--- config.mk ---
export PLATFORM = sky130hd
export DESIGN_NAME = spcg_ctrl
export DESIGN_NICKNAME = d
export VERILOG_FILES = /design/src/sv/stepper_s_curve_profile_generator_unit_assert.svh /design/src/sv/spcg_pkg.sv /design/src/sv/spcg_ctrl.sv
export SDC_FILE = /design/constraint.sdc
export NUM_CORES = 1
export LEC_CHECK = 0
export ABC_AREA = 1
export BUFFER_PORTS_ARGS = -buffer_cell sky130_fd_sc_hd__buf_2
export CAP_MARGIN = 20
export CORE_MARGIN = 2
export CORE_UTILIZATION = 53
export CTS_CLUSTER_SIZE = 8
export DETAILED_ROUTE_END_ITERATION = 10
export GPL_TIMING_DRIVEN = 0
export PLACE_DENSITY_LB_ADDON = 0.05
export REMOVE_ABC_BUFFERS = 1
export SYNTH_ARGS = -nofsm -noshare
export SYNTH_HDL_FRONTEND = slang
export SYNTH_SLANG_ARGS = --single-unit
export TNS_END_PERCENT = 50
--- constraint.sdc ---
create_clock -name clk -period 6.7 [get_ports clk]
set_input_delay 0.335 -clock clk [delete_from_list [all_inputs] [get_ports clk]]
set_output_delay 0.335 -clock clk [all_outputs]
set_load 0.02 [all_outputs]
--- src/sv/stepper_s_curve_profile_generator_unit_assert.svh ---
// ----------------------------------------------------------------------------
// Assertion macros for the stepper S-curve profile generator
// Clocked on clk and held off while arst_n is low.
// ----------------------------------------------------------------------------
`ifndef STEPPER_S_CURVE_PROFILE_GENERATOR_UNIT_ASSERT_SVH
`define STEPPER_S_CURVE_PROFILE_GENERATOR_UNIT_ASSERT_SVH

// Antecedent and consequent in the same cycle.
`define SPCG_ASSERT_SAME(label, ante, cons, msg) \
	label: assert property (@(posedge clk) disable iff (!arst_n) (ante) |-> (cons)) \
		else $error(msg);

// Consequent in the cycle after the antecedent.
`define SPCG_ASSERT_NEXT(label, ante, cons, msg) \
	label: assert property (@(posedge clk) disable iff (!arst_n) (ante) |=> (cons)) \
		else $error(msg);

`endif

--- src/sv/spcg_pkg.sv ---
// ----------------------------------------------------------------------------
// spcg_pkg
// Types, constants and helpers shared by the S-curve profile generator.
// ----------------------------------------------------------------------------
package spcg_pkg;

	localparam int TableDepthDefault  = 1024;
	localparam int PeriodWidthDefault = 16;

	localparam int IndexWidth = 10;
	localparam int TickWidth  = 11;
	localparam int StepWidth  = 16;
	localparam int LenWidth   = 17;
	localparam int OutWidth   = 16;
	localparam int CfgWidth   = 17;

	localparam logic [LenWidth-1:0]   MoveLengthReset = 17'd3200;
	localparam logic [StepWidth-1:0]  RampReset       = 16'd800;
	localparam logic [IndexWidth-1:0] TableLastReset  = 10'd799;
	localparam int                    PeriodReset     = 2000;

	typedef enum logic [1:0] {
		OP_TABLE_WRITE = 2'd0,
		OP_START       = 2'd1,
		OP_TICK        = 2'd2,
		OP_PULSE       = 2'd3
	} op_t;

	typedef enum logic [1:0] {
		CFG_MOVE_LENGTH   = 2'd0,
		CFG_ACCEL_REQUEST = 2'd1,
		CFG_DECEL_REQUEST = 2'd2,
		CFG_TABLE_LAST    = 2'd3
	} cfg_idx_t;

	// Per-item status carried from the control stage to the output stage.
	typedef struct packed {
		logic                 load;
		logic                 moving;
		logic                 done;
		logic [StepWidth-1:0] steps;
	} s1_t;

	// Reduces a table index modulo a depth that is not a power of two by
	// conditional subtraction of shifted copies of the depth.
	function automatic logic [IndexWidth-1:0] wrap_index(
		input logic [IndexWidth-1:0] idx,
		input int                    depth
	);
		logic [IndexWidth:0] r;
		int                  dk;
		r = {1'b0, idx};
		for (int k = IndexWidth - 1; k >= 0; k--) begin
			dk = depth << k;
			if (dk < (1 << IndexWidth) && r >= (IndexWidth + 1)'(dk)) begin
				r = r - (IndexWidth + 1)'(dk);
			end
		end
		return r[IndexWidth-1:0];
	endfunction

endpackage

--- src/sv/spcg_ctrl.sv ---
// ----------------------------------------------------------------------------
// spcg_ctrl
// Configuration registers, move state and table addressing for each item.
// ----------------------------------------------------------------------------
module spcg_ctrl
	import spcg_pkg::*;
#(
	parameter int TABLE_DEPTH  = 1024,
	parameter int PERIOD_WIDTH = 16,
	parameter int AW           = (TABLE_DEPTH > 1) ? $clog2(TABLE_DEPTH) : 1
) (
	input  logic                    clk,
	input  logic                    arst_n,
	input  logic                    cfg_we,
	input  logic [1:0]              cfg_index,
	input  logic [CfgWidth-1:0]     cfg_data,
	input  logic                    accept,
	input  logic                    advance,
	input  logic [1:0]              op,
	input  logic [IndexWidth-1:0]   table_index,
	input  logic [15:0]             table_value,
	output logic                    mem_we,
	output logic [AW-1:0]           mem_waddr,
	output logic [PERIOD_WIDTH-1:0] mem_wdata,
	output logic                    mem_re,
	output logic [AW-1:0]           mem_raddr,
	output logic                    s1_valid,
	output s1_t                     s1
);

	localparam bit DirectIndex =
		(TABLE_DEPTH >= (1 << IndexWidth)) || ((TABLE_DEPTH & (TABLE_DEPTH - 1)) == 0);

	logic [LenWidth-1:0]   move_length_q;
	logic [StepWidth-1:0]  accel_request_q;
	logic [StepWidth-1:0]  decel_request_q;
	logic [IndexWidth-1:0] table_last_q;

	logic [StepWidth-1:0]  step_q,    step_n;
	logic [TickWidth-1:0]  tick_q,    tick_n;
	logic                  running_q, running_n;
	logic [StepWidth-1:0]  accel_q,   accel_n;
	logic [StepWidth-1:0]  decel_q,   decel_n;

	logic                  s1_valid_q;
	s1_t                   s1_q;

	logic                  load;
	logic                  done;
	logic [IndexWidth-1:0] rd_idx;
	logic [LenWidth-1:0]   ramp_sum;
	logic [LenWidth-1:0]   step_next;
	logic signed [LenWidth:0] decel_start;
	logic signed [LenWidth:0] remain;
	op_t                   op_e;

	assign op_e = op_t'(op);

	always_ff @(posedge clk or negedge arst_n) begin
		if (!arst_n) begin
			move_length_q   <= MoveLengthReset;
			accel_request_q <= RampReset;
			decel_request_q <= RampReset;
			table_last_q    <= TableLastReset;
		end else if (cfg_we) begin
			unique case (cfg_idx_t'(cfg_index))
				CFG_MOVE_LENGTH:   move_length_q   <= cfg_data;
				CFG_ACCEL_REQUEST: accel_request_q <= cfg_data[StepWidth-1:0];
				CFG_DECEL_REQUEST: decel_request_q <= cfg_data[StepWidth-1:0];
				CFG_TABLE_LAST:    table_last_q    <= cfg_data[IndexWidth-1:0];
				default: ;
			endcase
		end
	end

	always_comb begin
		step_n      = step_q;
		tick_n      = tick_q;
		running_n   = running_q;
		accel_n     = accel_q;
		decel_n     = decel_q;
		load        = 1'b0;
		done        = 1'b0;
		rd_idx      = '0;
		mem_we      = 1'b0;
		ramp_sum    = {1'b0, accel_request_q} + {1'b0, decel_request_q};
		step_next   = {1'b0, step_q} + 17'd1;
		decel_start = $signed({1'b0, move_length_q}) - $signed({2'b00, decel_q});
		remain      = $signed({1'b0, move_length_q}) - $signed({2'b00, step_q});
		unique case (op_e)
			OP_TABLE_WRITE: begin
				mem_we = 1'b1;
			end
			OP_START: begin
				// A move too short for both ramps splits it evenly between them.
				if (move_length_q < ramp_sum) begin
					accel_n = move_length_q[LenWidth-1:1];
					decel_n = move_length_q[LenWidth-1:1];
				end else begin
					accel_n = accel_request_q;
					decel_n = decel_request_q;
				end
				step_n    = '0;
				tick_n    = '0;
				running_n = 1'b1;
				load      = 1'b1;
			end
			OP_TICK: begin
				if (running_q) begin
					if (step_q <= accel_q) begin
						if (tick_q <= {1'b0, table_last_q}) begin
							load   = 1'b1;
							rd_idx = tick_q[IndexWidth-1:0];
							tick_n = tick_q + 11'd1;
						end
					end else if ($signed({2'b00, step_q}) > decel_start) begin
						// Walk back down the table by the steps that remain.
						load = 1'b1;
						if (remain > $signed({8'b0, table_last_q})) begin
							rd_idx = table_last_q;
						end else if (remain < 0) begin
							rd_idx = '0;
						end else begin
							rd_idx = remain[IndexWidth-1:0];
						end
					end
				end
			end
			OP_PULSE: begin
				if (running_q) begin
					if (step_next >= move_length_q) begin
						done      = 1'b1;
						running_n = 1'b0;
						step_n    = '0;
					end else begin
						step_n = step_next[StepWidth-1:0];
					end
				end
			end
			default: ;
		endcase
	end

	generate
		if (DirectIndex) begin : g_direct
			assign mem_raddr = AW'(rd_idx);
			assign mem_waddr = AW'(table_index);
		end else begin : g_wrap
			assign mem_raddr = AW'(wrap_index(rd_idx, TABLE_DEPTH));
			assign mem_waddr = AW'(wrap_index(table_index, TABLE_DEPTH));
		end
	endgenerate

	assign mem_wdata = PERIOD_WIDTH'(table_value);
	assign mem_re    = accept;

	always_ff @(posedge clk or negedge arst_n) begin
		if (!arst_n) begin
			step_q    <= '0;
			tick_q    <= '0;
			running_q <= 1'b0;
			accel_q   <= RampReset;
			decel_q   <= RampReset;
		end else if (accept) begin
			step_q    <= step_n;
			tick_q    <= tick_n;
			running_q <= running_n;
			accel_q   <= accel_n;
			decel_q   <= decel_n;
		end
	end

	always_ff @(posedge clk or negedge arst_n) begin
		if (!arst_n) begin
			s1_valid_q <= 1'b0;
		end else if (accept) begin
			s1_valid_q <= 1'b1;
		end else if (advance) begin
			s1_valid_q <= 1'b0;
		end
	end

	always_ff @(posedge clk) begin
		if (accept) begin
			s1_q.load   <= load;
			s1_q.moving <= running_n;
			s1_q.done   <= done;
			s1_q.steps  <= step_n;
		end
	end

	assign s1_valid = s1_valid_q;
	assign s1       = s1_q;

endmodule

Word-level counts from Yosys, hierarchy flattened. Cells that the tools add are included.

Register bits: 139. Output and inout bits: 58. Logic and storage cells: 74.

$add $sub $neg: 5. $lt $le $gt $ge: 7. Eq/ne operators: 9. Multiplexer cells: 28. Reduce and logical (&&, ||, !) cells: 11.

Operator list (count): $mux 10 (7); $mux 16 (4); $sub 17x16->18 (2); $mux 11 (3); $pmux 16 s2 (1); $pmux 11 s2 (1); $gt 17x18->1 (1); $gt 18x11->1 (1); $lt 18x1->1 const B (1); $add 16x1->17 const B (1); $add 16x16->17 (1); $ge 17x17->1 (1); $lt 17x17->1 (1); $le 16x16->1 (1); $reduce_and 2->1 (6); $add 11x1->11 const B (1); $le 11x10->1 (1); $mux 1 (10); $eq 2x2->1 const B (4); $ne 2x2->1 const B (3); $reduce_and 5->1 (1); $eq 2x1->1 const B (2); $logic_not 2->1 (2); $pmux 1 s2 (2); $reduce_bool 2->1 (2).

Logic depth before layout (Yosys ltp).
Depth after elaboration: 8. Mapped depth: 24. Depth with buffers taken out: 24.

Worst setup path after synthesis. Ideal clock, no wire load.

Path type: register -> output. From: reg move_length_q[2]. To: out mem_raddr[1]. Arrival: 3387 ps. Data required time: 6365 ps. Path slack: 2978 ps. Stages on the path, launching flop included: 21. Cells stage by stage: dfrtp_1 ha_1 nand2_1 nand2_1 a31oi_1 o21ai_0 nand3_1 o21ai_0 a21oi_1 xor2_1 ha_1 nand2_1 nor2_1 nand2_1 nand2_1 nand2_1 nand2_1 nand3_1 a21boi_4 nand3_1 a21oi_1.

Word-level cells in the longest chain between the ends: 8.

Ends and longest elaborated chain: start: declaration (line spcg_ctrl.sv:34) `logic [LenWidth-1:0] move_length_q;`; start signal: assignment (line spcg_ctrl.sv:61) `move_length_q <= MoveLengthReset;`; start signal: assignment (line spcg_ctrl.sv:67) `CFG_MOVE_LENGTH: move_length_q <= cfg_data;`; $sub 17x16->18 (line spcg_ctrl.sv:89) `remain = $signed({1'b0, move_length_q}) - $signed({2'b00, step_q});`; $lt 18x1->1 (line spcg_ctrl.sv:121) `end else if (remain < 0) begin`; $mux 10 (line spcg_ctrl.sv:121); $mux 10 (line spcg_ctrl.sv:119) `if (remain > $signed({8'b0, table_last_q})) begin`; $mux 10 * (line spcg_ctrl.sv:116) `end else if ($signed({2'b00, step_q}) > decel_start) begin`; $mux 10 * (line spcg_ctrl.sv:110) `if (step_q <= accel_q) begin`; $mux 10 * (line spcg_ctrl.sv:109) `if (running_q) begin`; $mux 10 * (line spcg_ctrl.sv:90) `unique case (op_e)`; end: declaration (line spcg_ctrl.sv:26) `output logic [AW-1:0] mem_raddr,`.

Every way passes the cells marked *; elsewhere a longest branch is shown, timed or not.

Final worst setup path. Same ends and word-level chain as after synthesis.

==> impl_results.md <==
* Clock Sinks at between 100 and 150
* FF+latch area at about 3600 um^2
* First-pass GRT wire length at 49,500 um
* Worst hold path type: input pin to flip-flop
* Initial antenna violation count at 0
* CP endpoint kind: output pin
* Site row count at 53
* Gpl congestion at ~0.9
* RSZ-0062 raised after global routing: false
* Starting density of the core at 0.543
* Netlist area before placement at ~11,000 um^2
* Latest clock arrival within the worst-skew pair at between 0.4 and 0.5 ns
* Vias at between 10,000 and 15,000
* Hold Vio Cnt, Final at 0
* Nets at around 1,800
* Max_slew headroom at 0.254
* Clock Pin Slew Worst Setup and Hold Paths at 0.07 ns
* Register bit total from synthesis at roughly 140
* Worst path buffer plus inverter count at 1
* Worst path max stage delay at 0.49 ns
* Worst VDD drop at between 0.15 and 0.2 mV
* Top cells by area, synth: dfrtp_1 21%, ha_1 15%, nand2_1 13%
* Syn Inst Count at around 1,600
* Core area at 21,100 um^2
* Vias in the first global route at between 9,000 and 10,000
* First-pass iteration count of the detailed router at 5
* Mean Syn Cell Area at 7.31 um^2
* Most frequent cells after synthesis: 407 x nand2_1, 207 x inv_1, 139 x ha_1, 135 x o21ai_0, 110 x nand3_1
* Actual slew at the worst max-slew pin at ~1.1 ns
* Critical-path cell list: ha_1 -> nand2_1 -> nand2_1 -> a31oi_1 -> o21ai_0 -> nand3_1 -> o21ai_0 -> a21oi_1 -> xor2_1 -> ha_1 -> nand2_1 -> nor2_1 -> nand2_1 -> nand2_1 -> nand2_1 -> nand2_1 -> nand3_1 -> a21boi_4 -> nand3_1 -> a21oi_1 -> buf_2
* Antenna Violating Nets Remaining at 0
* Number of cells on the critical path at 21
* Worst Hold Depth at 2
* Post-synth ARST share at 0.863
* TritonCTS clock tree: built
* Critical Path Fanout Max at 10
* Slowest cell on crit path: dfrtp_1
* # fillers at 2,041
* Final period utilization at 0.728
* Clk root buf: clkbuf_16
* Vias/cell at between 5 and 6
* Die Area at between 20,000 and 25,000 um^2
* Worst-case reg-to-reg path depth at 19
* # IOs at between 100 and 150
* GRT Total Usage at 0.279
* Synth top area share at 0.214
* Power Density at approximately 320 nW/um^2
* PortBufs at 57
* Max Slew Vio Count at 0
* Placed Instances at ~1,800
* CTS max path bufs at 2
* Worst Setup Start Kind: flip-flop
* Library cells used by synthesis at 51
* Most Frequent Cell on Critical Path: nand2_1
* Layout Skew at 0.0152 ns
* Maxcap violations at 0
* WL final at 30,300 um
* CP Class: flip-flop to output pin
* Area grow syn2layout at 8.91%
* Leakage at 0.00655 uW
* Setup TNS at 0 ns
* Die Span X at roughly 150 um
* Synth area leader: dfrtp_1
* Top FF cell, synth: dfrtp_1
* DRC at 0
* Post-synth EDFFs at 19
* Worst EP arrival at between 4 and 5 ns
* CP Data Required Time at between 6 and 7 ns
* Antenna diodes at 0
* Layout Cells excl Fill at approximately 1,900
* Status: finished clean
* Max Clock Freq at a little over 200 MHz
* Count leader, synth: nand2_1
* Total grt overflow at 0
* Final setup viols at 0
* Number of DRC markers in iteration 0 at between 700 and 800
* Cell family with most CP delay: compound AO/OA/AOI/OAI gates
* Detail Placement HPWL at 23,500 um
* Share of cells above drive strength 1 at 0.0901
* CTS H-Tree Depth at 4
* WL/cell at about 16 um
* Sequential share of the synthesized area at 0.314
* Clock buffer count from CTS at 17
* Vert. Die Dim at around 150 um
* Multi-input gate area at approximately 6700 um^2
* Largest net degree at the start of global routing at between 90 and 100
* Final Critical Period at 4.88 ns
* Yosys warning count at 0
-- path summary, 6_finish.rpt --
path | from | to | slack (ns)
min | advance | s1_valid | 0.09
max | move_length_q[2] | mem_raddr[1] | 1.82
max reg2reg | accel_request_q[0] | decel_q[2] | 1.93
min reg2reg | table_last_q[8] | table_last_q[8] | 0.49
max in group asynchronous | arst_n | accel_request_q[9] | 5.57
min in group asynchronous | arst_n | step_q[15] | 0.32
-- sequential cells by signal (all words and copies together), names as in the netlist --
register,count
s1,19
move_length_q,17
accel_q,16
accel_request_q,16
decel_q,16
decel_request_q,16
step_q,16
tick_q,11
table_last_q,10
running_q,1
s1_valid,1
-- kinds of logic after synthesis --
| logic type | after synthesis | share of synthesized area |
|---|---|---|
| AND/OR/NAND/NOR | 661 | 0.243 |
| flip-flops | 139 | 0.314 |
| AO/OA/AOI/OAI | 291 | 0.141 |
| XOR/XNOR | 57 | 0.0436 |
| adder cells (fa/ha/maj) | 142 | 0.157 |
| buffers and inverters | 278 | 0.101 |
-- what timing repair did --
| item | 4_1_cts | 5_1_grt |
|---|---|---|
| hold buffers | 1 | 0 |
| resized for setup | 0 | 0 |
| setup buffers | 0 | 0 |
| hold endpoints to repair | 23 | 0 |
-- cell usage in the layout (no fill, tap or decap), types with 4 or more instances in the layout --
cell type,count
nor4_1,5
nand3_2,4
o21ai_0,135
xnor2_1,13
dfstp_2,22
nor2_2,5
edfxtp_1,19
dfrtp_1,98
nand3_1,110
xor2_1,44
inv_6,5
o21ai_1,4
a21oi_1,84
a21o_1,6
inv_1,206
buf_2,56
nor2_1,89
nand4_1,9
nor3_1,19
a31oi_1,37
clkbuf_16,17
ha_1,139
nand2_1,407
-- metal layers --
layer,track usage,up-vias,routed length [um]
met5,0.00227,-,0
met4,0.0864,0,647
met3,0.0548,50,1430
met2,0.435,218,13300
met1,0.392,4763,14900
li1,-,5196,-
-- worst register-to-register path, cell delays in order, from the launching register on --
cell,delay [ns]
dfrtp_1,0.40
ha_1,0.25
fa_1,0.44
a21oi_1,0.25
o21ai_1,0.18
a21boi_0,0.32
o21ai_1,0.17
a21oi_1,0.18
xor2_1,0.20
ha_1,0.27
nand2_1,0.06
inv_1,0.03
o21ai_0,0.13
nand2_1,0.08
nor2_1,0.12
nand2_1,0.49
nor2_1,0.60
buf_6,0.23
nand2_1,0.09
a31oi_1,0.20
-- where the power goes --
part	internal, uW	switching, uW
logic	661	1120
registers	1020	157
clock network	562	441
total	2240	1720
-- area by class of cell --
class	instances	share of cell area
inverter	211	0.0635
timing repair buffer	66	0.0353
clock buffer	17	0.0341
clock inverter	15	0.0140
sequential	139	0.289
multi-input combinational	1151	0.537
tap	275	0.0276
-- per-stage QoR --
step | cell area (um^2) | hold slack, ns | util | total power, uW | setup WS (ns)
after CTS | 12400 | 0.0930 | 0.589 | 3960 | 1.49
after global placement | 11700 | 0.471 | 0.556 | 2900 | 1.05
after global routing | 12500 | 0.0886 | 0.592 | 4310 | 1.44
after detailed placement | 11800 | 0.224 | 0.560 | 2940 | 1.56
after floorplan | 11100 | 0.0394 | - | 2470 | 2.38
final | 12500 | 0.0922 | 0.592 | 3960 | 1.82
Power figures use the tool's default switching activity.
