### src/sv/stepper_s_curve_profile_generator_unit_assert.svh
// ----------------------------------------------------------------------------
// Assertion macros for the stepper S-curve profile generator
// Clocked on clk and held off while arst_n is low.
// ----------------------------------------------------------------------------
`ifndef STEPPER_S_CURVE_PROFILE_GENERATOR_UNIT_ASSERT_SVH
`define STEPPER_S_CURVE_PROFILE_GENERATOR_UNIT_ASSERT_SVH

// Antecedent and consequent in the same cycle.
`define SPCG_ASSERT_SAME(label, ante, cons, msg) \
	label: assert property (@(posedge clk) disable iff (!arst_n) (ante) |-> (cons)) \
		else $error(msg);

// Consequent in the cycle after the antecedent.
`define SPCG_ASSERT_NEXT(label, ante, cons, msg) \
	label: assert property (@(posedge clk) disable iff (!arst_n) (ante) |=> (cons)) \
		else $error(msg);

`endif

### src/sv/spcg_pkg.sv
// ----------------------------------------------------------------------------
// spcg_pkg
// Types, constants and helpers shared by the S-curve profile generator.
// ----------------------------------------------------------------------------
package spcg_pkg;

	localparam int TableDepthDefault  = 1024;
	localparam int PeriodWidthDefault = 16;

	localparam int IndexWidth = 10;
	localparam int TickWidth  = 11;
	localparam int StepWidth  = 16;
	localparam int LenWidth   = 17;
	localparam int OutWidth   = 16;
	localparam int CfgWidth   = 17;

	localparam logic [LenWidth-1:0]   MoveLengthReset = 17'd3200;
	localparam logic [StepWidth-1:0]  RampReset       = 16'd800;
	localparam logic [IndexWidth-1:0] TableLastReset  = 10'd799;
	localparam int                    PeriodReset     = 2000;

	typedef enum logic [1:0] {
		OP_TABLE_WRITE = 2'd0,
		OP_START       = 2'd1,
		OP_TICK        = 2'd2,
		OP_PULSE       = 2'd3
	} op_t;

	typedef enum logic [1:0] {
		CFG_MOVE_LENGTH   = 2'd0,
		CFG_ACCEL_REQUEST = 2'd1,
		CFG_DECEL_REQUEST = 2'd2,
		CFG_TABLE_LAST    = 2'd3
	} cfg_idx_t;

	// Per-item status carried from the control stage to the output stage.
	typedef struct packed {
		logic                 load;
		logic                 moving;
		logic                 done;
		logic [StepWidth-1:0] steps;
	} s1_t;

	// Reduces a table index modulo a depth that is not a power of two by
	// conditional subtraction of shifted copies of the depth.
	function automatic logic [IndexWidth-1:0] wrap_index(
		input logic [IndexWidth-1:0] idx,
		input int                    depth
	);
		logic [IndexWidth:0] r;
		int                  dk;
		r = {1'b0, idx};
		for (int k = IndexWidth - 1; k >= 0; k--) begin
			dk = depth << k;
			if (dk < (1 << IndexWidth) && r >= (IndexWidth + 1)'(dk)) begin
				r = r - (IndexWidth + 1)'(dk);
			end
		end
		return r[IndexWidth-1:0];
	endfunction

endpackage

### src/sv/spcg_out.sv
// ----------------------------------------------------------------------------
// spcg_out
// Period register and output register of the result channel.
// ----------------------------------------------------------------------------
module spcg_out
	import spcg_pkg::*;
#(
	parameter int PERIOD_WIDTH = 16
) (
	input  logic                    clk,
	input  logic                    arst_n,
	input  logic                    s1_valid,
	input  s1_t                     s1,
	input  logic [PERIOD_WIDTH-1:0] rdata,
	input  logic                    out_ready,
	output logic                    advance,
	output logic                    out_valid,
	output logic [OutWidth-1:0]     pulse_period,
	output logic [OutWidth-2:0]     pulse_compare,
	output logic                    moving,
	output logic                    move_done,
	output logic [StepWidth-1:0]    steps_done
);

	logic [PERIOD_WIDTH-1:0] period_q;
	logic [PERIOD_WIDTH-1:0] period_n;
	logic [OutWidth-1:0]     period_out;
	logic                    out_valid_q;
	logic                    moving_q;
	logic                    done_q;
	logic [StepWidth-1:0]    steps_q;

	assign advance  = !out_valid_q || out_ready;
	assign period_n = s1.load ? rdata : period_q;

	// The period register doubles as the result field and keeps its value
	// after the item is taken.
	always_ff @(posedge clk or negedge arst_n) begin
		if (!arst_n) begin
			period_q    <= PERIOD_WIDTH'(PeriodReset);
			out_valid_q <= 1'b0;
		end else if (advance) begin
			out_valid_q <= s1_valid;
			if (s1_valid) begin
				period_q <= period_n;
			end
		end
	end

	always_ff @(posedge clk) begin
		if (advance && s1_valid) begin
			moving_q <= s1.moving;
			done_q   <= s1.done;
			steps_q  <= s1.steps;
		end
	end

	assign period_out    = OutWidth'(period_q);
	assign out_valid     = out_valid_q;
	assign pulse_period  = period_out;
	assign pulse_compare = period_out[OutWidth-1:1];
	assign moving        = moving_q;
	assign move_done     = done_q;
	assign steps_done    = steps_q;

endmodule

### config.mk
export PLATFORM = sky130hd
export DESIGN_NAME = spcg_out
export DESIGN_NICKNAME = d
export VERILOG_FILES = /design/src/sv/stepper_s_curve_profile_generator_unit_assert.svh /design/src/sv/spcg_pkg.sv /design/src/sv/spcg_out.sv
export SDC_FILE = /design/constraint.sdc
export NUM_CORES = 1
export LEC_CHECK = 0
export ABC_CLOCK_PERIOD_IN_PS = 2190
export BUFFER_PORTS_ARGS = -buffer_cell sky130_fd_sc_hd__buf_2
export CAP_MARGIN = 40
export CORE_MARGIN = 3
export CORE_UTILIZATION = 44
export CTS_CLUSTER_DIAMETER = 50
export DETAILED_ROUTE_END_ITERATION = 6
export GPL_ROUTABILITY_DRIVEN = 1
export PLACE_DENSITY = 0.89
export SLEW_MARGIN = 25
export SYNTH_ARGS = -nofsm -noshare
export SYNTH_HDL_FRONTEND = slang
export SYNTH_SLANG_ARGS = --single-unit
export TNS_END_PERCENT = 50
### constraint.sdc
create_clock -name clk -period 2.19 [get_ports clk]
set_input_delay 0.3285 -clock clk [delete_from_list [all_inputs] [get_ports clk]]
set_output_delay 0.3285 -clock clk [all_outputs]
set_load 0.05 [all_outputs]
Word level (Yosys, flattened, before mapping)
Index checks and enable logic that the tools add are counted.
{"block": "classes", "shifts": 0, "n_eq_ne": 0, "multipliers": 0, "addsub": 0, "n_mux": 0, "bitwise": 0, "div_mod_pow": 0, "reduce_logical": 4, "n_lt_le_gt_ge": 0}
{"operator": "3-bit AND reduction", "count": 1}
{"operator": "1-bit logical AND", "count": 1}
{"operator": "1-bit zero test", "count": 1}
{"operator": "1-bit logical OR", "count": 1}
{"block": "word_totals", "elab_cells": 9, "latchBits": 0, "memories": 0, "out_inout_bits": 51, "ramBits": 0, "regBits": 35, "romBits": 0, "in_bits": 39}

Depth between registers and ports, before layout
Gate-level depths: netlist (run 1).
{"block": "depth", "depth_word": 3, "ltp_mapped": 5}

Least setup slack after synthesis (run 1)
Ideal clock, no wire load.
{"block": "synth_timing", "path_kind": "flip-flop to flip-flop", "from": "register out_valid_q (netlist: out_valid)", "to": "register period_q[0] (netlist: pulse_period[0])", "arrival_ps": 1646, "setup_ps": 125, "n_path_buf": 2, "period_less_slack_ps": 1771, "stages_incl_launch_ff": 6, "path_slack_ps": 419, "required_time_ps": 2065, "cell_sequence": "dfrtp_1 -> nand2b_4 -> and3_4 -> buf_6 -> buf_12 -> mux2_4"}
{"block": "synth_via", "elab_chain_cells": 3}
{"element": "start: declaration", "line_no": "spcg_out.sv:28", "text": "logic out_valid_q;"}
{"element": "start signal: assignment", "line_no": "spcg_out.sv:43", "text": "out_valid_q <= s1_valid;"}
{"element": "1-bit zero test", "line_no": "spcg_out.sv:33", "text": "assign advance = !out_valid_q || out_ready;"}
{"element": "1-bit logical OR", "line_no": "spcg_out.sv:33"}
{"element": "named net advance", "line_no": "spcg_out.sv:16", "text": "output logic advance,"}
{"element": "3-bit AND reduction (no line)"}
{"element": "end signal: assignment", "line_no": "spcg_out.sv:40", "text": "period_q <= PERIOD_WIDTH'(PeriodReset);"}
{"element": "end signal: assignment", "line_no": "spcg_out.sv:45", "text": "period_q <= period_n;"}
{"element": "end: declaration", "line_no": "spcg_out.sv:25", "text": "logic [PERIOD_WIDTH-1:0] period_q;"}
The timed path passes the listed nets, and every way through them passes these cells.
A chain may end at the register's enable or synchronous reset.

Final worst setup path (run 1)
{"block": "layout_timing", "from": "register period_q[4] (netlist: pulse_period[4])", "to": "output port pulse_compare[3]"}
{"element": "end: declaration", "line_no": "spcg_out.sv:19", "text": "output logic [OutWidth-2:0] pulse_compare,"}
No word-level cell between the ends.

==> results.cfg, run 1 <==
[power_and_ir_drop]
power_switching_uw = 788
power_frac_clock_pct = 15.8
internal_power_mw = 1.09
p_comb_share_pct = 39.7
p_leak_nw = 0.861
peakVddDrop_mv = 0.805
p_sw_share_pct = 42.0
p_seq_share_pct = 44.5
p_per_area_mw_per_mm2 = 1050

[floorplan]
core-area_sq_mm = 0.00288
dieArea_sq_mm = 0.00383
rows = 19
io_pins = 90
initial_utilization_pct = 47.8
chipHeight_um = 61.9
fp.dieW_um = 61.9

[logic_synthesis]
ys_ff_latch = 35
synth_top_family_by_area = multiplexers
yosysWarningCount = 0
synth_xor_area_share_pct = 0
syn_area_sq_mm = 0.00138
synth_cells = 72
synth-simple-area-share_pct = 2.91
synth_mux_area_share_pct = 15.8
synth-seq-area-share_pct = 70.8
synth_adder_area_share_pct = 0
synth_compound_area_share_pct = 0
yosysUniqueCellTypes = 12
syn_avg_cell_area_sq_um = 19.1
syn_nets = 111

[grt]
first_global_vias = 764
grt_antenna_before_repair = 0
track_usage_pct = 12.8
grt_max_degree = 19
gr-total-overflow = 0
grt_pass1_wl_um = 3460

[sta]
fin_ws_ps = 711
fin_crit_ps = 1480
rsz0062_at_grt = false
slew_headroom_pct = 75.1
finalHoldViolations = 0
skew_ps = 9.10
fin_crit_sh_pct = 67.5
fmax_ghz = 0.676
setup_tns_ps = 0
slew_viol_final = 0
setup_viol_count_final = 0
tightest_slew_ps = 373

[routing]
drtIter0Drc = 3
routed_wl_um = 2470
vias = 871
antenna_left = 0
drtPass1Iterations = 2
wire_per_inst_um = 12.7
vias_per_cell = 4.47
drc_errors = 0

[placement]
place_ws_ps = 791
place.port_buffers = 89
post-dp-hpwl_um = 1990
gp_congestion = 0.726

[cts]
cts_setup_buffers = 0
clock_latency_ps = 320
cts_sinks = 35
cts-root-buf = clkbuf_4
h-tree-depth = 2
cts_buffers = 5
cts_tree = built
clk_path_buf_depth = 2
clkSlewWorstSetupHoldPaths_ps = 100

[critical_path]
startpoint_type = flop
critical_path_class = flop to output pin
cp.required_ps = 1860
end_kind = output pin
crit_fanout = 3
slowest_delay_ps = 570
slowest_stage = dfstp_2
crit_family = flip-flops
critPathBufInv = 1
cp_cell_sequence = buf_2
cp.arrival_ps = 1150

[job]
maxCapViolCount = 0

[finish]
num-nets-final = 191
final_core_util_pct = 62.2
fillCellCount = 215
area_growth_pct = 30.0
multi_input_area_sq_um = 258
seq_area_sq_um = 973
diodes = 0
drive_gt1_share_pct = 77.8

[worst_hold_path]
hp-class = primary input to flop

[status]
status = finished, final reports clean
[power groups by stage]
stage	Combinational [mW]	Sequential (mW)	Clock, mW
finish	0.746	0.837	0.296
global route	0.777	0.850	0.345
CTS	0.754	0.839	0.316
detailed placement	0.752	0.850	0
floorplan	0.378	1.12	0
global placement	0.746	0.844	0
[worst register-to-register path: cells and delay by family (launching register included)]
kind             cells  cell delay [ps]
and+or+nand+nor      2              460
muxes                1              380
DFF                  1              420
[timing repair]
item | 4_1_cts | 5_1_grt
setup endpoints to repair | 0 | 0
gates resized for setup | 0 | 0
hold endpoints to repair | 11 | 0
hold buffers | 1 | 0
[cells in the final DEF (no fill, tap or decap)]
master          n
edfxtp_1       18
clkinv_1        2
dlygate4sd3_1   1
and3_4          1
or2b_1          1
nand2b_4        1
and2_2          1
clkbuf_1        1
mux2_4         10
clkbuf_4        5
buf_2          89
dfstp_2         6
mux2_2          6
dfrtp_1        11
[routing by layer]
layer,routed length (um),track usage [%],up-vias
met5,0,0,-
met4,12,2.73,0
met3,381,7.02,2
met2,1170,21.8,71
met1,909,14.1,401
li1,-,-,397
[stage by stage]
| stage | instances | area [sq um] | hold WS, ps | power, mW |
|---|---|---|---|---|
| floorplan | 72 | 1380 | 32.9 | 1.50 |
| global placement | 186 | 1730 | 255 | 1.59 |
| detailed placement | 186 | 1730 | 265 | 1.60 |
| CTS | 195 | 1790 | 167 | 1.91 |
| global route | 195 | 1790 | 152 | 1.97 |
| finish | 195 | 1790 | 187 | 1.88 |
[flip-flops by register name (all words and copies together) (netlist names)]
signal	cells
pulse_period	16
out_valid	1
moving	1
steps_done	16
move_done	1
[logic make-up after synthesis]
| family | Yosys count |
|---|---|
| muxes | 16 |
| buffers and inverters | 17 |
| DFF | 35 |
| and+or+nand+nor | 4 |
[cell usage after synthesis]
library cell,instances,area (sq um)
dfrtp_1,11,275
and2_2,1,7.51
dfstp_2,6,158
or2b_1,1,7.51
mux2_2,6,67.6
buf_6,1,11.3
edfxtp_1,18,541
buf_4,15,113
nand2b_4,1,13.8
and3_4,1,11.3
buf_12,1,20.0
mux2_4,10,150
[final timing paths]
check	from	endpoint	slack, ps	depth (start not counted)
worst max-delay path	pulse_period[4]	pulse_compare[3]	710	1
worst min-delay path	s1[16]	move_done	190	1
worst max register to register	out_valid	pulse_period[14]	840	3
worst min register to register	pulse_period[0]	pulse_period[0]	530	1
max in group asynchronous	arst_n	pulse_period[8]	1430	2
min in group asynchronous	arst_n	pulse_period[13]	450	2
[layout make-up]
class	count	area share, %
Clock buffer	6	2.31
Clock inverter	2	0.420
Multi-Input combinational cell	20	14.4
Sequential cell	35	54.4
Tap cell	42	2.94
Timing Repair Buffer	90	25.5
Power figures use the tool's default switching activity.
==> inputs of run 2 (changes only) <==
ABC_AREA = 1   (was unset)
ABC_CLOCK_PERIOD_IN_PS = 1300   (was 2190)
CORE_UTILIZATION = 37   (was 44)
PLACE_DENSITY = 0.8   (was 0.89)
clock period = 1.3 ns   (was 2.19 ns; I/O delays follow)
==> results.cfg, run 2 <==
[routing]
drc_errors = 0
drtPass1Iterations = 3
vias_per_cell = 4.35
routed_wl_um = 2970
wire_per_inst_um = 12.5
antenna_left = 0
vias = 1030
drtIter0Drc = 59

[critical_path]
reg2reg_to = steps_done[4]
r2r_start = out_valid
crit_family = flip-flops
rr_worst_depth = 2
end_kind = output pin
r2r_slack_ps = 220
slowest_stage = dfstp_2
critPathBufInv = 1
slowest_delay_ps = 550
cp.arrival_ps = 1080
critical_path_class = flop to output pin
crit_fanout = 3
cp_cell_sequence = buf_2
startpoint_type = flop
cp.required_ps = 1110

[placement]
place.port_buffers = 89
place_ws_ps = 188
post-dp-hpwl_um = 2320
gp_congestion = 0.660

[worst_hold_path]
hp-class = primary input to flop
min_to = steps_done[11]
worstHoldStart = s1[11]
hold_path_depth = 1

[logic_synthesis]
synth_cells = 109
postSynth.asyncResetShare_pct = 48.6
synth-seq-area-share_pct = 69.1
synth_flop_cell = edfxtp_1
synth_edf_count = 18
syn_nets = 148
yosysWarningCount = 0
yosysTopAreaCellShare_pct = 38.4
netlist_top_cells_area = edfxtp_1 (38%), dfrtp_1 (20%), dfstp_2 (11%), buf_4 (9.1%), nand2_1 (6.1%)
syn_area_sq_mm = 0.00141
yosysUniqueCellTypes = 14
synth.most_common_cell = nand2_1
ys_ff_latch = 35
synth_common_cells = nand2_1 (23), edfxtp_1 (18), buf_4 (17)
syn_avg_cell_area_sq_um = 12.9
synth_area_leader_cell = edfxtp_1

[sta]
tightest_slew_ps = 380
setup_viol_count_final = 0
finalHoldViolations = 0
slew_viol_final = 0
fin_crit_ps = 1280
fin_ws_ps = 20.7
skew_ps = 4.47
slew_headroom_pct = 74.6
hold_ws_ps = 93.6
fmax_ghz = 0.782
fin_crit_sh_pct = 98.4
rsz0062_at_grt = true

[finish]
final_core_util_pct = 56.2
seq_area_sq_um = 975
layout_common_cells = buf_2 (79), nand2_1 (23), edfxtp_1 (18), nand3_1 (16), nand2_2 (11)
multi_input_area_sq_um = 292
fillCellCount = 318
num-nets-final = 229
diodes = 0
layout_commonest_cell = buf_2
drive_gt1_share_pct = 63.4
area_growth_pct = 39.3

[cts]
cts-root-buf = clkbuf_8
cts_tree = built
clock_latency_ps = 270
clkSlewWorstSetupHoldPaths_ps = 70
cts_buffers = 5
clk_path_buf_depth = 2
cts_setup_buffers = 0
cts_sinks = 35
h-tree-depth = 2

[floorplan]
chipHeight_um = 67.7
core-area_sq_mm = 0.00349
dieArea_sq_mm = 0.00458
rows = 21
io_pins = 90
fp.dieW_um = 67.7
initial_utilization_pct = 40.3

[grt]
grt_max_degree = 19
grt_antenna_before_repair = 0
first_global_vias = 973
grt_pass1_wl_um = 4410
track_usage_pct = 13.3
gr-total-overflow = 0

[status]
status = finished, final reports clean

[power_and_ir_drop]
p_total_mw = 3.44
peakVddDrop_mv = 0.675
p_per_area_mw_per_mm2 = 1750
p_leak_nw = 0.984

[job]
maxCapViolCount = 0
run 2: layout make-up:
| cell class | count | area share (%) |
|---|---|---|
| flip-flops and latches | 35 | 49.6 |
| inverters | 3 | 0.829 |
| repair buffers | 92 | 26.3 |
| multi-input cells | 53 | 14.9 |
| clock buffers | 5 | 3.51 |
| clock inverters | 3 | 1.98 |
| well taps | 46 | 2.93 |
run 2: kinds of logic after synthesis:
| family | count (synthesis) | synth area share [%] |
|---|---|---|
| simple gates | 52 | 18.9 |
| flops | 35 | 69.1 |
| buf+inv | 21 | 11.6 |
| compound gates | 1 | 0.355 |
run 2: metrics by stage:
stage          cell area [sq um]  instances  setup TNS (ps)
4_1_cts                     1940        237           -20.8
5_1_grt                     1960        237           -33.5
3_3_place_gp                1800        228               0
3_5_place_dp                1800        228               0
2_1_floorplan               1420        109            -233
6_report                    1960        237               0
run 2: worst max-delay path by stage:
stage                         start               end  slack, ps  cells after the start
finish              pulse_period[9]  pulse_compare[8]         20                      1
global route        pulse_period[9]   pulse_period[9]        -20                      1
CTS                 pulse_period[8]  pulse_compare[7]         -8                      1
detailed placement        out_valid           advance        190                      2
global placement          out_valid           advance        200                      2
floorplan                 out_valid         move_done        -10                      1
run 2: routing by layer:
layer / global-route usage, % / routed length [um] / up-vias
li1: - / - / 505
met1: 13.8 / 1090 / 459
met4: 6.08 / 40 / 0
met2: 23.7 / 1440 / 61
met3: 4.66 / 399 / 5
met5: 0 / 0 / -
run 2: repair_timing:
item                       in CTS  in global routing
hold endpoints to repair       11                  0
setup endpoints to repair       7                 10
pin swaps                       0                  1
cloned                          0                  0
hold buffers                    1                  0
gates resized for setup         5                 11
run 2: where the power goes:
part,switching (mW),leakage [nW],internal [mW]
clock,0.348,0.0556,0.560
sequential,0.0808,0.369,1.31
combinational,0.876,0.560,0.262
==> inputs of run 3 (changes only) <==
ABC_AREA = unset   (was 1)
PLACE_DENSITY = 0.81   (was 0.8)
==> results.cfg, run 3 (synthesis gave the netlist of run 1 again) <==
[floorplan]
chipHeight_um = 67.0
rows = 21
initial_utilization_pct = 39.6
io_pins = 90
fp.dieW_um = 67.0
dieArea_sq_mm = 0.00448
core-area_sq_mm = 0.00347

[finish]
area_growth_pct = 40.8
fillCellCount = 304
num-nets-final = 196
layout_commonest_cell = buf_2
final_core_util_pct = 55.8
layout_common_cells = buf_2 (79), edfxtp_1 (18), mux2_4 (11), clkbuf_4 (10), dfrtp_1 (10)
drive_gt1_share_pct = 79.7
postLayoutCellArea_sq_mm = 0.00194
diodes = 0

[placement]
post-dp-hpwl_um = 2220
place.port_buffers = 89
gp_congestion = 0.632
place_ws_ps = -11.1
dpl-instance-area_sq_mm = 0.00178

[routing]
wire_per_inst_um = 13.9
drtPass1Iterations = 3
drtIter0Drc = 31
vias = 860
routed_wl_um = 2830
vias_per_cell = 4.22
antenna_left = 0
drc_errors = 0

[critical_path]
critical_path_class = flop to flop
startpoint_type = flop
cp.arrival_ps = 1440
end_kind = flop
crit_fanout = 7
r2r_slack_ps = 10
cp.required_ps = 1450
rr_worst_depth = 4
cp-startpoint = out_valid
slowest_delay_ps = 420
cp_cell_sequence = nand2b_4 -> and3_4 -> buf_12 -> mux2_2
r2r_start = out_valid
slowest_stage = dfrtp_2

[cts]
clock_latency_ps = 270
h-tree-depth = 2
cts_buffers = 5
cts_sinks = 35
cts_tree = built
clkSlewWorstSetupHoldPaths_ps = 60
clk_path_buf_depth = 2
cts-root-buf = clkbuf_8

[grt]
first_global_vias = 830
grt_max_degree = 19
grt_pass1_wl_um = 3820
gr-total-overflow = 0
grt_antenna_before_repair = 0
track_usage_pct = 12.1

[sta]
fin_ws_ps = 9.84
skew_ps = 5.38
rsz0062_at_grt = true
fin_crit_ps = 1290
tightest_slew_ps = 386
finalHoldViolations = 0
fmax_ghz = 0.775
setup_viol_count_final = 0
slew_viol_final = 0
slew_headroom_pct = 74.3
fin_crit_sh_pct = 99.2
hold_ws_ps = 96.7

[status]
status = finished, final reports clean

[worst_hold_path]
hp-class = primary input to flop
worstHoldStart = s1[5]
hold_path_depth = 1

[job]
maxCapViolCount = 0

[power_and_ir_drop]
p_per_area_mw_per_mm2 = 1770
peakVddDrop_mv = 0.945
p_total_mw = 3.43
p_leak_nw = 0.924
[run 3: cell types whose count changed in the layout (fill, tap and decap cells not counted), moves of 2 or more]
| cell | change |
|---|---|
| nand2_1 | -23 |
| buf_4 | -4 |
| nand2_2 | -11 |
| mux2_2 | +5 |
| mux2_4 | +11 |
| clkbuf_4 | +6 |
| nand3_1 | -16 |
| nand2_8 | -2 |
[run 3: stage by stage]
step	std cells	TNS (ps)
2_1_floorplan	72	-6180
3_3_place_gp	193	0
3_5_place_dp	193	-19.2
4_1_cts	202	-33.1
5_1_grt	204	-92.5
6_report	204	0
[run 3: metal layers]
metal  track usage [%]  share of wire [%]  vias to the layer above
met5                 0                  0                        -
met4              6.08               0.92                        0
met3              4.38                 12                        2
met2              21.8                 49                       59
met1              12.1                 38                      390
li1                  -                  -                      409
[run 3: cell type report]
class	instances	area (sq um)	share of cell area, %
Clock buffer	6	72.6	3.75
Clock inverter	2	8.76	0.452
Multi-Input combinational cell	20	262	13.5
Sequential cell	35	975	50.4
Tap cell	46	57.6	2.97
Timing Repair Buffer	95	561	29.0
[run 3: final timing paths]
path	end
max reg2reg	pulse_period[15]
max in group asynchronous	pulse_period[8]
min in group asynchronous	pulse_period[5]
max	pulse_period[15]
min	steps_done[5]
min reg2reg	pulse_period[0]
[run 3: power breakdown]
group	switching (mW)	internal (mW)	leakage, nW
combinational	0.966	0.365	0.519
clock	0.324	0.367	0.0426
sequential	0.0775	1.33	0.362
total	1.37	2.06	0.924
[run 3: repair_timing]
item	CTS	global route
gates resized for setup	1	10
endpoints found under the setup margin	5	15
buffers inserted	0	1
endpoints found under the hold margin	11	0
hold buffers	1	0
gates cloned	0	1
[run 3: worst max-delay path, delay by kind of cell, from the launching register on]
family,cells,cell delay [ps]
buffers and inverters,1,130
flip-flops,1,420
multiplexers,1,330
AND/OR/NAND/NOR,2,300
